===== config.mk =====
export PLATFORM = sky130hd
export DESIGN_NAME = json_content_field_extractor
export DESIGN_NICKNAME = d
export VERILOG_FILES = /design/src/rtl/core/jcfe_pkg.sv /design/src/rtl/core/jcfe_parser.sv /design/src/rtl/core/jcfe_queue.sv /design/src/rtl/core/json_content_field_extractor.sv
export SDC_FILE = /design/constraint.sdc
export NUM_CORES = 1
export LEC_CHECK = 0
export BUFFER_PORTS_ARGS = -buffer_cell sky130_fd_sc_hd__buf_2
export CORE_MARGIN = 2
export CORE_UTILIZATION = 40
export DETAILED_ROUTE_END_ITERATION = 12
export SLEW_MARGIN = 20
export SYNTH_ARGS = -nofsm -noshare
export SYNTH_HDL_FRONTEND = slang
export SYNTH_SLANG_ARGS = --single-unit
export TNS_END_PERCENT = 30

===== constraint.sdc =====
create_clock -name clk -period 4.5 [get_ports clk]
set_input_delay 0.9 -clock clk [delete_from_list [all_inputs] [get_ports clk]]
set_output_delay 0.9 -clock clk [all_outputs]
set_load 0.005 [all_outputs]

===== src/rtl/core/jcfe_pkg.sv =====
// Package for the JSON content field extractor.
// Holds the parser phase type, outcome codes, key constants and the
// structs passed between the parser, the result queue and the top level.
`default_nettype none

package jcfe_pkg;

	typedef enum logic [2:0] {
		PH_KEY    = 3'd0,
		PH_COLON  = 3'd1,
		PH_QUOTE  = 3'd2,
		PH_STRING = 3'd3,
		PH_DONE   = 3'd4
	} phase_t;

	typedef enum logic [1:0] {
		OC_FOUND   = 2'd0,
		OC_MISSING = 2'd1,
		OC_EMPTY   = 2'd2
	} outcome_t;

	// Last eight bytes of the quoted key, newest in the low byte.
	localparam logic [63:0] KEY_TAIL8 = 64'h636F_6E74_656E_7422;
	localparam logic [7:0]  CH_QUOTE  = 8'h22;
	localparam logic [7:0]  CH_COLON  = 8'h3A;
	localparam logic [7:0]  CH_BSLASH = 8'h5C;
	localparam logic [7:0]  CH_N      = 8'h6E;
	localparam logic [7:0]  CH_R      = 8'h72;
	localparam logic [7:0]  CH_T      = 8'h74;
	localparam logic [7:0]  CH_LF     = 8'h0A;
	localparam logic [7:0]  CH_CR     = 8'h0D;
	localparam logic [7:0]  CH_TAB    = 8'h09;

	localparam int QDEPTH = 4;
	localparam int QIDX_W = 2;
	localparam int QCNT_W = 3;

	typedef struct packed {
		logic [7:0] out_byte;
		logic       end_mark;
		outcome_t   outcome;
	} result_t;

	// Up to two results per input word: a content byte, then an end marker.
	typedef struct packed {
		logic       content_valid;
		logic [7:0] content_byte;
		logic       end_valid;
		outcome_t   outcome;
	} push_t;

	typedef struct packed {
		logic [QCNT_W-1:0] count;
		logic              room;
	} qstat_t;

endpackage

`default_nettype wire


===== src/rtl/core/jcfe_parser.sv =====
// Parser state and next-state logic for the content field extractor.
// Depends on jcfe_pkg; produces the results of one word per advance.
`default_nettype none

module jcfe_parser import jcfe_pkg::*; (
	input  wire logic       clk,
	input  wire logic       arst_n,
	input  wire logic       advance,
	input  wire logic [7:0] byte_in,
	input  wire logic       last_in,
	output push_t           push
);

	logic [63:0] recent_q;
	phase_t      phase_q;
	logic        esc_q;
	logic        any_q;

	phase_t      phase_d;
	logic        esc_d;
	logic        any_d;
	logic        key_hit;
	logic [7:0]  mapped;

	assign key_hit = ({recent_q[55:0], byte_in} == KEY_TAIL8) &&
			(recent_q[63:56] == CH_QUOTE);

	always_comb begin
		case (byte_in)
			CH_N:    mapped = CH_LF;
			CH_R:    mapped = CH_CR;
			CH_T:    mapped = CH_TAB;
			default: mapped = byte_in;
		endcase
	end

	// Next phase.
	always_comb begin
		phase_d = phase_q;
		case (phase_q)
			PH_KEY:    if (key_hit) phase_d = PH_COLON;
			PH_COLON:  if (byte_in == CH_COLON) phase_d = PH_QUOTE;
			PH_QUOTE:  if (byte_in == CH_QUOTE) phase_d = PH_STRING;
			PH_STRING: if (!esc_q && byte_in == CH_QUOTE) phase_d = PH_DONE;
			default:   phase_d = phase_q;
		endcase
	end

	// Emitted content byte, escape tracking, end marker and outcome code.
	always_comb begin
		esc_d = esc_q;
		any_d = any_q;
		push.content_valid = 1'b0;
		push.content_byte  = byte_in;
		if (phase_q == PH_STRING) begin
			if (esc_q) begin
				push.content_valid = 1'b1;
				push.content_byte  = mapped;
				esc_d = 1'b0;
				any_d = 1'b1;
			end else if (byte_in == CH_BSLASH) begin
				esc_d = 1'b1;
			end else if (byte_in != CH_QUOTE) begin
				push.content_valid = 1'b1;
				any_d = 1'b1;
			end
		end
		push.end_valid = last_in;
		if (phase_d == PH_KEY || phase_d == PH_COLON || phase_d == PH_QUOTE) begin
			push.outcome = OC_MISSING;
		end else if (any_d) begin
			push.outcome = OC_FOUND;
		end else begin
			push.outcome = OC_EMPTY;
		end
	end

	always_ff @(posedge clk or negedge arst_n) begin
		if (!arst_n) begin
			recent_q <= '0;
			phase_q  <= PH_KEY;
			esc_q    <= 1'b0;
			any_q    <= 1'b0;
		end else if (advance) begin
			if (last_in) begin
				recent_q <= '0;
				phase_q  <= PH_KEY;
				esc_q    <= 1'b0;
				any_q    <= 1'b0;
			end else begin
				recent_q <= {recent_q[55:0], byte_in};
				phase_q  <= phase_d;
				esc_q    <= esc_d;
				any_q    <= any_d;
			end
		end
	end

endmodule

`default_nettype wire


===== src/rtl/core/jcfe_queue.sv =====
// Small result queue that takes up to two results per cycle and gives one.
// Depends on jcfe_pkg for the result and push structs.
`default_nettype none

module jcfe_queue import jcfe_pkg::*; (
	input  wire logic  clk,
	input  wire logic  arst_n,
	input  wire logic  push_en,
	input  wire push_t push,
	input  wire logic  pop,
	output result_t    head_word,
	output logic       not_empty,
	output qstat_t     stat
);

	result_t            mem_q [QDEPTH];
	logic [QIDX_W-1:0]  head_q;
	logic [QIDX_W-1:0]  tail_q;
	logic [QCNT_W-1:0]  count_q;
	logic [QIDX_W-1:0]  tail_p1;
	logic [QCNT_W-1:0]  push_n;
	logic               do_pop;
	result_t            w_content;
	result_t            w_end;

	assign tail_p1   = tail_q + QIDX_W'(1);
	assign not_empty = (count_q != '0);
	assign do_pop    = pop && not_empty;
	assign head_word = mem_q[head_q];
	assign stat.count = count_q;
	// Room for two new words regardless of a pop in the same cycle.
	assign stat.room  = (count_q <= QCNT_W'(QDEPTH - 2));

	assign w_content = '{out_byte: push.content_byte, end_mark: 1'b0, outcome: OC_FOUND};
	assign w_end     = '{out_byte: 8'h00, end_mark: 1'b1, outcome: push.outcome};

	always_comb begin
		push_n = '0;
		if (push_en) begin
			push_n = QCNT_W'(push.content_valid) + QCNT_W'(push.end_valid);
		end
	end

	always_ff @(posedge clk) begin
		if (push_en) begin
			if (push.content_valid) begin
				mem_q[tail_q] <= w_content;
				if (push.end_valid) mem_q[tail_p1] <= w_end;
			end else if (push.end_valid) begin
				mem_q[tail_q] <= w_end;
			end
		end
	end

	always_ff @(posedge clk or negedge arst_n) begin
		if (!arst_n) begin
			head_q  <= '0;
			tail_q  <= '0;
			count_q <= '0;
		end else begin
			if (do_pop) head_q <= head_q + QIDX_W'(1);
			tail_q  <= tail_q + push_n[QIDX_W-1:0];
			count_q <= count_q + push_n - QCNT_W'(do_pop);
		end
	end

endmodule

`default_nettype wire


===== src/rtl/core/json_content_field_extractor.sv =====
// JSON content field extractor: pulls the string value of the "content" key.
// Flow: an accepted word is held in the input stage register; when the queue has
// room it is parsed and its results are written to the queue, whose head is the output.
// Throughput: one byte per cycle; the byte flagged last yields a second word
// (the end marker), which the four-entry result queue absorbs. The input
// stalls only while the queue holds three or more words.
// Reset: arst_n clears the input stage valid bit, parser state and queue pointers.
// Depends on jcfe_pkg, jcfe_parser and jcfe_queue.
`default_nettype none

module json_content_field_extractor import jcfe_pkg::*; (
	input  wire logic       clk,
	input  wire logic       arst_n,
	input  wire logic       in_valid,
	output logic            in_ready,
	input  wire logic [7:0] in_byte,
	input  wire logic       last,
	output logic            out_valid,
	input  wire logic       out_ready,
	output logic [7:0]      out_byte,
	output logic            end_mark,
	output logic [1:0]      outcome
);

	logic       valid_s1;
	logic [7:0] byte_s1;
	logic       last_s1;
	logic       advance;
	push_t      push;
	result_t    head_word;
	qstat_t     stat;

	assign advance  = valid_s1 && stat.room;
	assign in_ready = !valid_s1 || stat.room;

	always_ff @(posedge clk or negedge arst_n) begin
		if (!arst_n) begin
			valid_s1 <= 1'b0;
		end else if (in_ready) begin
			valid_s1 <= in_valid;
		end
	end

	always_ff @(posedge clk) begin
		if (in_ready && in_valid) begin
			byte_s1 <= in_byte;
			last_s1 <= last;
		end
	end

	jcfe_parser u_parser (
		.clk     (clk),
		.arst_n  (arst_n),
		.advance (advance),
		.byte_in (byte_s1),
		.last_in (last_s1),
		.push    (push)
	);

	jcfe_queue u_queue (
		.clk       (clk),
		.arst_n    (arst_n),
		.push_en   (advance),
		.push      (push),
		.pop       (out_ready),
		.head_word (head_word),
		.not_empty (out_valid),
		.stat      (stat)
	);

	assign out_byte = head_word.out_byte;
	assign end_mark = head_word.end_mark;
	assign outcome  = head_word.outcome;

	a_count_bound: assert property (@(posedge clk) disable iff (!arst_n)
		stat.count <= QCNT_W'(QDEPTH))
		else $error("result queue overflow");

	a_stage_flow: assert property (@(posedge clk) disable iff (!arst_n)
		(in_valid && in_ready && valid_s1) |-> advance)
		else $error("input word accepted over a stalled stage");

	a_end_zero: assert property (@(posedge clk) disable iff (!arst_n)
		(out_valid && end_mark) |-> (out_byte == 8'h00))
		else $error("end marker carries a nonzero byte");

	a_content_code: assert property (@(posedge clk) disable iff (!arst_n)
		(out_valid && !end_mark) |-> (outcome == OC_FOUND))
		else $error("content word carries an outcome code");

endmodule

`default_nettype wire

==> results_dict.tcl, run 1 <==
set metrics [dict create \
    cts_root_buf "clkbuf_16" \
    yosysMostFrequentCell "nand2_1" \
    met3WireLength_um 889 \
    skew_ns 0.0132 \
    async_flop_share_pct 59.2 \
    worstRegToRegCells 10 \
    synth_top_area_share_pct 31.8 \
    crit_slowest_cell "or4_1" \
    reg2reg_from "byte_s1[3]$_DFFE_PP_" \
    grt_pass1_vias 4537 \
    required_ns 4.63 \
    fp.dieW_um 127 \
    crit_fanout 8 \
    route.met2.wl_mm 6.12 \
    max-clock-path-buffers 2 \
    rrSetupSlack_ns 0.73 \
    power.density_nw_per_um2 585 \
    seq_area_frac_synth_pct 52.1 \
    wire_per_inst_um 17.2 \
    period_share_pct 83.9 \
    final_util_pct 46.6 \
    cts_sinks 130 \
    num-nets-final 646 \
    vias_per_cell 5.52 \
    slew-limit-headroom_pct 33.9 \
    area_growth_pct 12.6 \
    dp_slack_ns 0.791 \
    start_kind "flop" \
    placed_cell_area_um2 6320 \
    ys_warn_count 0 \
    p_seq_share_pct 44.2 \
    cp.buffers_inverters 2 \
    fin_setup_tns_ns 0 \
    dieHeight_um 127 \
    max_stage_delay_ns 0.63 \
    multi_input_area_um2 2660 \
    grtUsageTotal_pct 18.9 \
    crit_path_frequent_cell "inv_1" \
    maxUsedRoutingLayer "met4" \
    cp_num_cells 10 \
    slew_violations 0 \
    grt_overflow 0 \
    finalHoldViolCount 0 \
    stdcell_count 823 \
    grt_max_degree 132 \
    die-area_um2 16200 \
    synth_common_cells "nand2_1 (84), o21ai_0 (78), dfrtp_1 (77), nand2b_1 (72), dfxtp_1 (36)" \
    combPwrFrac_pct 26.6 \
    yosysTopAreaCell "dfrtp_1" \
    synth_cells 614 \
    detail_route.iter0.violations 468 \
    synth_area_um2 6060 \
    floorplan.initialDensity_pct 41.4 \
    ir_drop_v 0.000405 \
    yosys-top-cells-area "dfrtp_1 (32%), dfxtp_1 (12%), edfxtp_1 (8.4%)" \
    ioPinCount 26 \
    final_area_um2 6830 \
    yosys_most_used_dff "dfrtp_1" \
    rows 44 \
    clk_pin_slew_ns 0.06 \
    routed_wl_mm 14.1 \
    wirelength_met1_mm 6.78 \
    drive_gt1_share_pct 11.6 \
    outcome "finished, final reports clean" \
    p_switching_mw 1.43 \
    route.antenna.remaining_nets 0 \
    crit_start "byte_s1[3]$_DFFE_PP_" \
    synth_cell_types 53 \
    htreeDepth 4 \
    firstDrtPassIters 5 \
    r2r_end "u_queue.mem_q[0][0]$_DFFE_PP_" \
    worstSetupEndpointType "flop" \
    cp_top_family "simple AND/OR/NAND/NOR gates" \
    cts_resized 0 \
    synth_seq_cells 130 \
    holdWs_ns 0.462 \
    synth_edf_count 17 \
    dp_cells 791 \
    antenna_found_initial 0 \
    avgSynthCellArea_um2 9.87 \
    period_needed_ns 3.77 \
    p_clk_share_pct 29.2 \
    diodes 0 \
    worstSetupEndpoint "u_queue.mem_q[0][0]$_DFFE_PP_" \
    routabilityCongestion 0.929 \
    post_cts_buffers 0 \
    port_buffers 25 \
    critical_path_class "reg2reg" \
    nFillCells 1406 \
    clock_latency_ns 0.42 \
    synth_nets 634 \
    hpwl_mm 9.63 \
    fp.coreArea_um2 14600 \
    crit_arrival_ns 3.90 \
    num_vias 4546 \
    power.total_mw 3.99 \
    regArea_um2 3160 \
    fmax_ghz 0.265 \
    drc_errors 0 \
    hold_buffers 0 \
    drv_cap 0 \
    swShare_pct 35.8 \
    worstMarginPinSlew_ns 0.984 \
    rsz0062_at_grt "false" \
    cts_buffers 17 \
    cts_tree "built" \
    grt_pass1_wl_mm 23.6 \
    finalSetupViolCount 0 \
    p_leak_nw 2.66 \
    hold_path.class "reg2reg" \
    p_int_mw 2.56 \
    path_cells "or4b_4 > or4_1 > a21oi_1 > nor2_1 > inv_1 > ha_1 > nand3_1 > a21boi_0 > a21oi_4 > inv_1" \
    setup_slack_ns 0.726 \
]
area by class of cell:
cell class | instances | share of cell area, %
clock inverters | 7 | 0.568
clock buffers | 25 | 6.67
repair buffers | 31 | 2.53
flip-flops and latches | 130 | 46.3
multi-input cells | 417 | 39.0
well taps | 184 | 3.37
inverters | 29 | 1.59
per-layer routing:
| metal | global-route usage (%) | vias up |
|---|---|---|
| li1 | - | 2203 |
| met1 | 27.2 | 2177 |
| met2 | 26.3 | 145 |
| met3 | 5.36 | 21 |
| met4 | 8.66 | 0 |
| met5 | 0 | - |
cell usage in the layout, fill, tap and decap left out, types with 5 or more instances in the layout:
cell	instances
a31oi_1	6
ha_1	6
buf_2	24
inv_1	29
dfrtp_1	77
a32o_1	12
clkbuf_16	17
o21ai_0	78
buf_4	7
o22ai_1	12
nand4_1	17
edfxtp_1	17
nand3_1	5
nor2_1	22
clkinv_2	6
mux4_2	11
clkbuf_1	8
nor4_1	8
nand2b_1	72
a21oi_1	9
nand4b_1	7
dfxtp_1	36
nand2_1	83
cells by family (layout without fill, tap and decap cells):
kind of cell / Yosys count / after routing / synth area share, %
AO/OA/AOI/OAI: 137 / 137 / 13.9
XOR/XNOR: 7 / 7 / 1.01
adder cells (fa/ha/maj): 7 / 7 / 1.57
buffers and inverters: 67 / 92 / 4.31
flip-flops: 130 / 130 / 52.1
multiplexers: 13 / 13 / 4.42
AND/OR/NAND/NOR: 253 / 253 / 22.7
power by group through the flow:
stage                     Combinational (mW)  Clock, mW  Sequential (mW)
after CTS                               1.06       1.19             1.76
after global placement                  1.03          0             1.77
after floorplan                        0.876          0             1.61
after global routing                    1.20       1.25             1.81
after detailed placement                1.06          0             1.78
final                                   1.06       1.17             1.77
how the worst min path moves through the flow:
stage                                                  from                                end  slack (ns)  depth (start not counted)
after floorplan            u_queue.mem_q[1][2]$_SDFFE_PP1P_   u_queue.mem_q[1][2]$_SDFFE_PP1P_        0.43                          2
after CTS                  u_queue.mem_q[2][5]$_SDFFE_PP0P_   u_queue.mem_q[2][5]$_SDFFE_PP0P_        0.47                          2
final                     u_queue.mem_q[0][10]$_SDFFE_PP0P_  u_queue.mem_q[0][10]$_SDFFE_PP0P_        0.46                          1
after global placement    u_queue.mem_q[2][10]$_SDFFE_PP0P_  u_queue.mem_q[2][10]$_SDFFE_PP0P_        0.45                          1
after global routing       u_queue.mem_q[2][5]$_SDFFE_PP0P_   u_queue.mem_q[2][5]$_SDFFE_PP0P_        0.48                          2
after detailed placement  u_queue.mem_q[0][10]$_SDFFE_PP0P_  u_queue.mem_q[0][10]$_SDFFE_PP0P_        0.45                          1
flip-flops by register name (all words and copies together) (netlist names):
signal,count
u_parser.phase_q,3
u_parser.esc_q,1
u_queue.count_q,3
byte_s1,8
u_parser.recent_q,64
u_parser.any_q,1
valid_s1,1
u_queue.head_q,2
u_queue.mem_q,44
u_queue.tail_q,2
last_s1,1
(Power assumes the default switching activity.)
==> run 2, diff against run 1 <==
==> constraint.sdc (replaced) <==
create_clock -name clk -period 3.7 [get_ports clk]
set_input_delay 0.74 -clock clk [delete_from_list [all_inputs] [get_ports clk]]
set_output_delay 0.74 -clock clk [all_outputs]
set_load 0.005 [all_outputs]
==> run 2 against run 1 <==
Largest power group unchanged. Clock skew down 0.0061 ns. Sequential power up 20%. Final cell count up 0.97%. Highest routed layer unchanged. Via count up 0.81%. Wire length down 3.0%. Critical path depth unchanged. Design area up 2.3%. Sequential share of layout area down 1.0 points. Global-route usage down 0.67 points. Critical endpoint is now u_queue.count_q[2]$_DFF_PN0_.
==> results_dict.tcl, run 2 (same netlist as run 1, synthesis figures left out) <==
set metrics [dict create \
    fin_setup_tns_ns 0 \
    cts_sinks 130 \
    area_growth_pct 15.2 \
    grt_max_degree 129 \
    crit_fanout 8 \
    skew_ns 0.00714 \
    cts_tree "built" \
    hold_path.class "in2async" \
    routabilityCongestion 0.913 \
    htreeDepth 4 \
    route.antenna.remaining_nets 0 \
    period_share_pct 92.9 \
    period_needed_ns 3.44 \
    floorplan.initialDensity_pct 41.4 \
    fp.coreArea_um2 14600 \
    fp.dieW_um 127 \
    grtUsageTotal_pct 18.2 \
    finalHoldViolCount 0 \
    final_common_cell "nand2_1" \
    p_leak_nw 2.75 \
    required_ns 4.00 \
    drc_errors 0 \
    num-nets-final 654 \
    cts_buffers 17 \
    grt_pass1_wl_mm 23.0 \
    worstSetupEndpointType "flop" \
    cts_root_buf "clkbuf_16" \
    num_vias 4583 \
    drive_gt1_share_pct 13.8 \
    detail_route.iter0.violations 456 \
    routed_wl_mm 13.7 \
    hpwl_mm 9.44 \
    grt_overflow 0 \
    holdWs_ns 0.459 \
    diodes 0 \
    power.density_nw_per_um2 734 \
    rows 44 \
    largest_register_ffs 64 \
    critical_path_class "reg2reg" \
    drv_cap 0 \
    ioPinCount 26 \
    wire_per_inst_um 16.5 \
    firstDrtPassIters 5 \
    max-clock-path-buffers 2 \
    grt_pass1_vias 4399 \
    rsz0062_at_grt "false" \
    nFillCells 1382 \
    clk_pin_slew_ns 0.06 \
    worstMarginPinSlew_ns 1.00 \
    vias_per_cell 5.52 \
    die-area_um2 16200 \
    ir_drop_v 0.000587 \
    final_cell_mix "nand2_1 (83), o21ai_0 (78), dfrtp_1 (77)" \
    crit_arrival_ns 3.74 \
    hold_buffers 0 \
    top_register "u_parser.recent_q" \
    fmax_ghz 0.291 \
    dieHeight_um 127 \
    clock_latency_ns 0.42 \
    port_buffers 25 \
    largestRegisters "u_parser.recent_q x64, u_queue.mem_q x44, byte_s1 x8" \
    start_kind "flop" \
    outcome "finished, final reports clean" \
    antenna_found_initial 0 \
    finalSetupViolCount 0 \
    slew_violations 0 \
    slew-limit-headroom_pct 33.2 \
]
run 2: cell type report:
type                            count  area (um2)  share of cell area, %
Clock buffer                       19         443                   6.34
Tap cell                          184         230                   3.30
Inverter                           29         109                   1.56
Multi-Input combinational cell    417        2650                   38.0
Clock inverter                     13         158                   2.26
Sequential cell                   130        3160                   45.2
Timing Repair Buffer               39         233                   3.33
run 2: layer usage:
| layer | vias to the layer above | track usage, % | part of all wire, % |
|---|---|---|---|
| met2 | 139 | 26.8 | 45 |
| met3 | 26 | 4.94 | 6.2 |
| li1 | 2215 | - | - |
| met4 | 0 | 7.30 | 1.9 |
| met1 | 2203 | 25.6 | 47 |
| met5 | - | 0 | 0 |
run 2: final timing paths:
kind / from / end / slack [ns] / cells after the start
min in group clk: u_queue.mem_q[3][5]$_SDFFE_PP0P_ / u_queue.mem_q[3][5]$_SDFFE_PP0P_ / 0.46 / 2
min reg2reg: u_queue.mem_q[3][5]$_SDFFE_PP0P_ / u_queue.mem_q[3][5]$_SDFFE_PP0P_ / 0.46 / 2
max reg2reg: byte_s1[0]$_DFFE_PP_ / u_queue.count_q[2]$_DFF_PN0_ / 0.26 / 10
min: arst_n / u_parser.recent_q[14]$_DFFE_PN0P_ / 0.46 / 1
max in group asynchronous: arst_n / u_queue.tail_q[1]$_DFF_PN0_ / 2.59 / 1
max: byte_s1[0]$_DFFE_PP_ / u_queue.count_q[2]$_DFF_PN0_ / 0.26 / 10
run 2: power breakdown:
group	switching [mW]	total, mW	leakage, nW	internal (mW)
logic	0.789	1.31	0.962	0.526
clock network	0.614	1.69	0.294	1.08
registers	0.355	2.12	1.49	1.77
run 2: through the flow:
stage          setup slack [ns]  power [mW]  utilization [%]  area (um2)  cells
5_1_grt                  0.0510        5.46             47.7        6980    831
6_report                  0.264        5.13             47.7        6980    831
3_5_place_dp              0.271        3.47             43.6        6380    799
2_1_floorplan             0.202        3.02                -        6060    614
4_1_cts                   0.265        5.18             47.7        6980    831
3_3_place_gp              0.380        3.43             43.6        6380    799
run 2: repair_timing:
item,4_1_cts,5_1_grt
gates resized for setup,0,2
buffers inserted,0,0
hold endpoints to repair,0,0
endpoints found under the setup margin,0,3
run 2: worst max-delay path, cell delays in order (launching register included):
cell and delay [ns]:
edfxtp_1 0.49, or4b_4 0.60, or4_1 0.53, a21oi_2 0.17, nor2_1 0.08, ha_1 0.23, nand3_1 0.20, ha_1 0.29
fa_1 0.43, xor2_1 0.16, xnor2_1 0.13
==> run 3, diff against run 2 <==
--- a/config.mk
+++ b/config.mk
@@ -7,8 +7,9 @@
 export LEC_CHECK = 0
 export BUFFER_PORTS_ARGS = -buffer_cell sky130_fd_sc_hd__buf_2
 export CORE_MARGIN = 2
-export CORE_UTILIZATION = 40
+export CORE_UTILIZATION = 30
 export DETAILED_ROUTE_END_ITERATION = 12
+export PLACE_DENSITY = 0.49
 export SLEW_MARGIN = 20
 export SYNTH_ARGS = -nofsm -noshare
 export SYNTH_HDL_FRONTEND = slang
==> run 3 against run 2 <==
Clock power is essentially flat. First-iteration DRC count shrank 11%. Die area grew 32%. Sequential cell count is the same. Clock skew shrank 0.0017 ns. Highest routed layer unchanged.
==> results_dict.tcl, run 3 (same netlist as run 1, synthesis figures left out) <==
set metrics [dict create \
    outcome "finished, final reports clean" \
    cp.buffers_inverters 2 \
    floorplan.initialDensity_pct 30.8 \
    crit_path_frequent_cell "inv_1" \
    area_growth_pct 17.8 \
    p_int_mw 3.41 \
    fp.dieW_um 146 \
    reg2reg_from "byte_s1[0]$_DFFE_PP_" \
    p_seq_share_pct 40.8 \
    ir_drop_v 0.000430 \
    path_cells "or4b_4 > or4_1 > a21oi_1 > nor2_1 > inv_1 > ha_1 > nand3_1 > a21boi_0 > a21oi_4 > inv_1" \
    drv_cap 0 \
    p_leak_nw 2.78 \
    skew_ns 0.00544 \
    drc_errors 0 \
    wire_per_inst_um 16.0 \
    regArea_um2 3160 \
    crit_arrival_ns 3.60 \
    dp_cells 883 \
    max-clock-path-buffers 2 \
    grtUsageTotal_pct 14.3 \
    drive_gt1_share_pct 13.8 \
    crit_slowest_cell "or4b_4" \
    required_ns 3.82 \
    ioPinCount 26 \
    combPwrFrac_pct 26.2 \
    routed_wl_mm 14.6 \
    hold_buffers 0 \
    period_needed_ns 3.47 \
    final_area_um2 7140 \
    cts_sinks 130 \
    hpwl_mm 10.2 \
    clock_latency_ns 0.42 \
    hold_path.class "reg2reg" \
    top_register "u_parser.recent_q" \
    crit_fanout 8 \
    power.density_nw_per_um2 727 \
    finalSetupViolCount 0 \
    route.antenna.remaining_nets 0 \
    start_kind "flop" \
    finalHoldViolCount 0 \
    nFillCells 2038 \
    grt_max_degree 132 \
    final_cell_mix "nand2_1 (83), o21ai_0 (78), dfrtp_1 (77)" \
    routabilityCongestion 0.871 \
    max_stage_delay_ns 0.60 \
    largest_register_ffs 64 \
    crit_start "byte_s1[0]$_DFFE_PP_" \
    grt_pass1_vias 4488 \
    fp.coreArea_um2 19700 \
    clk_pin_slew_ns 0.06 \
    period_share_pct 93.8 \
    multi_input_area_um2 2660 \
    cts_root_buf "clkbuf_16" \
    worstMarginPinSlew_ns 0.994 \
    worstSetupEndpointType "flop" \
    post_cts_buffers 0 \
    firstDrtPassIters 7 \
    slew-limit-headroom_pct 33.7 \
    rsz0062_at_grt "false" \
    hold_start "u_queue.mem_q[0][5]$_SDFFE_PP0P_" \
    htreeDepth 4 \
    p_switching_mw 1.78 \
    grt_pass1_wl_mm 24.0 \
    antenna_found_initial 0 \
    port_buffers 25 \
    num_vias 4584 \
    critical_path_class "reg2reg" \
    slew_violations 0 \
    power.total_mw 5.19 \
    largestRegisters "u_parser.recent_q x64, u_queue.mem_q x44, byte_s1 x8" \
    grt_overflow 0 \
    final_common_cell "nand2_1" \
    placed_cell_area_um2 6500 \
    fin_setup_tns_ns 0 \
    fmax_ghz 0.288 \
    diodes 0 \
    rows 51 \
    cts_buffers 17 \
    cts_tree "built" \
    cp_top_family "simple AND/OR/NAND/NOR gates" \
    cts_resized 0 \
    die-area_um2 21400 \
    detail_route.iter0.violations 406 \
    vias_per_cell 5.01 \
    stdcell_count 915 \
    p_clk_share_pct 33.0 \
    dieHeight_um 146 \
    swShare_pct 34.3 \
    num-nets-final 657 \
]
-- run 3: path summary, 6_finish.rpt --
path	to	slack, ns	cells after the start
max	u_queue.mem_q[0][1]$_DFFE_PP_	0.23	10
min	u_queue.mem_q[0][5]$_SDFFE_PP0P_	0.46	2
max reg2reg	u_queue.mem_q[0][1]$_DFFE_PP_	0.23	10
min reg2reg	u_queue.mem_q[0][5]$_SDFFE_PP0P_	0.46	2
max in group asynchronous	u_parser.recent_q[33]$_DFFE_PN0P_	2.57	1
min in group asynchronous	u_parser.recent_q[22]$_DFFE_PN0P_	0.48	1
-- run 3: tightest hold or removal path, cell delays in order, from the launching register on --
cell and delay (ns):
dfxtp_1 0.31, nand2_1 0.05, mux2i_1 0.06
-- run 3: per-layer routing --
layer	vias up	GRT usage, %	share of wire (%)
li1	2235	-	-
met1	2216	19.8	48
met2	110	21.4	45
met3	23	3.59	5.0
met4	0	6.07	2.2
met5	-	0	0
-- run 3: layout make-up --
type                       count  area share (%)
sequential                   130            44.2
multi-input combinational    417            37.2
clock buffer                  27            8.39
tap                          265            4.64
timing repair buffer          42            3.58
inverter                      29            1.52
clock inverter                 5           0.403
-- run 3: power by group through the flow --
stage / sequential, mW / clock, mW / combinational [mW]
global route: 2.18 / 1.81 / 1.54
floorplan: 1.96 / 0 / 1.07
CTS: 2.12 / 1.75 / 1.36
detailed placement: 2.15 / 0 / 1.36
finish: 2.12 / 1.72 / 1.36
global placement: 2.14 / 0 / 1.34
-- run 3: through the flow --
stage / hold slack (ns) / setup WS, ns / utilization (%)
after floorplan: 0.426 / 0.202 / -
after global placement: 0.446 / 0.389 / 33.1
after detailed placement: 0.456 / 0.255 / 33.1
after CTS: 0.465 / 0.243 / 36.3
after global routing: 0.480 / 0.0256 / 36.3
final: 0.464 / 0.228 / 36.3
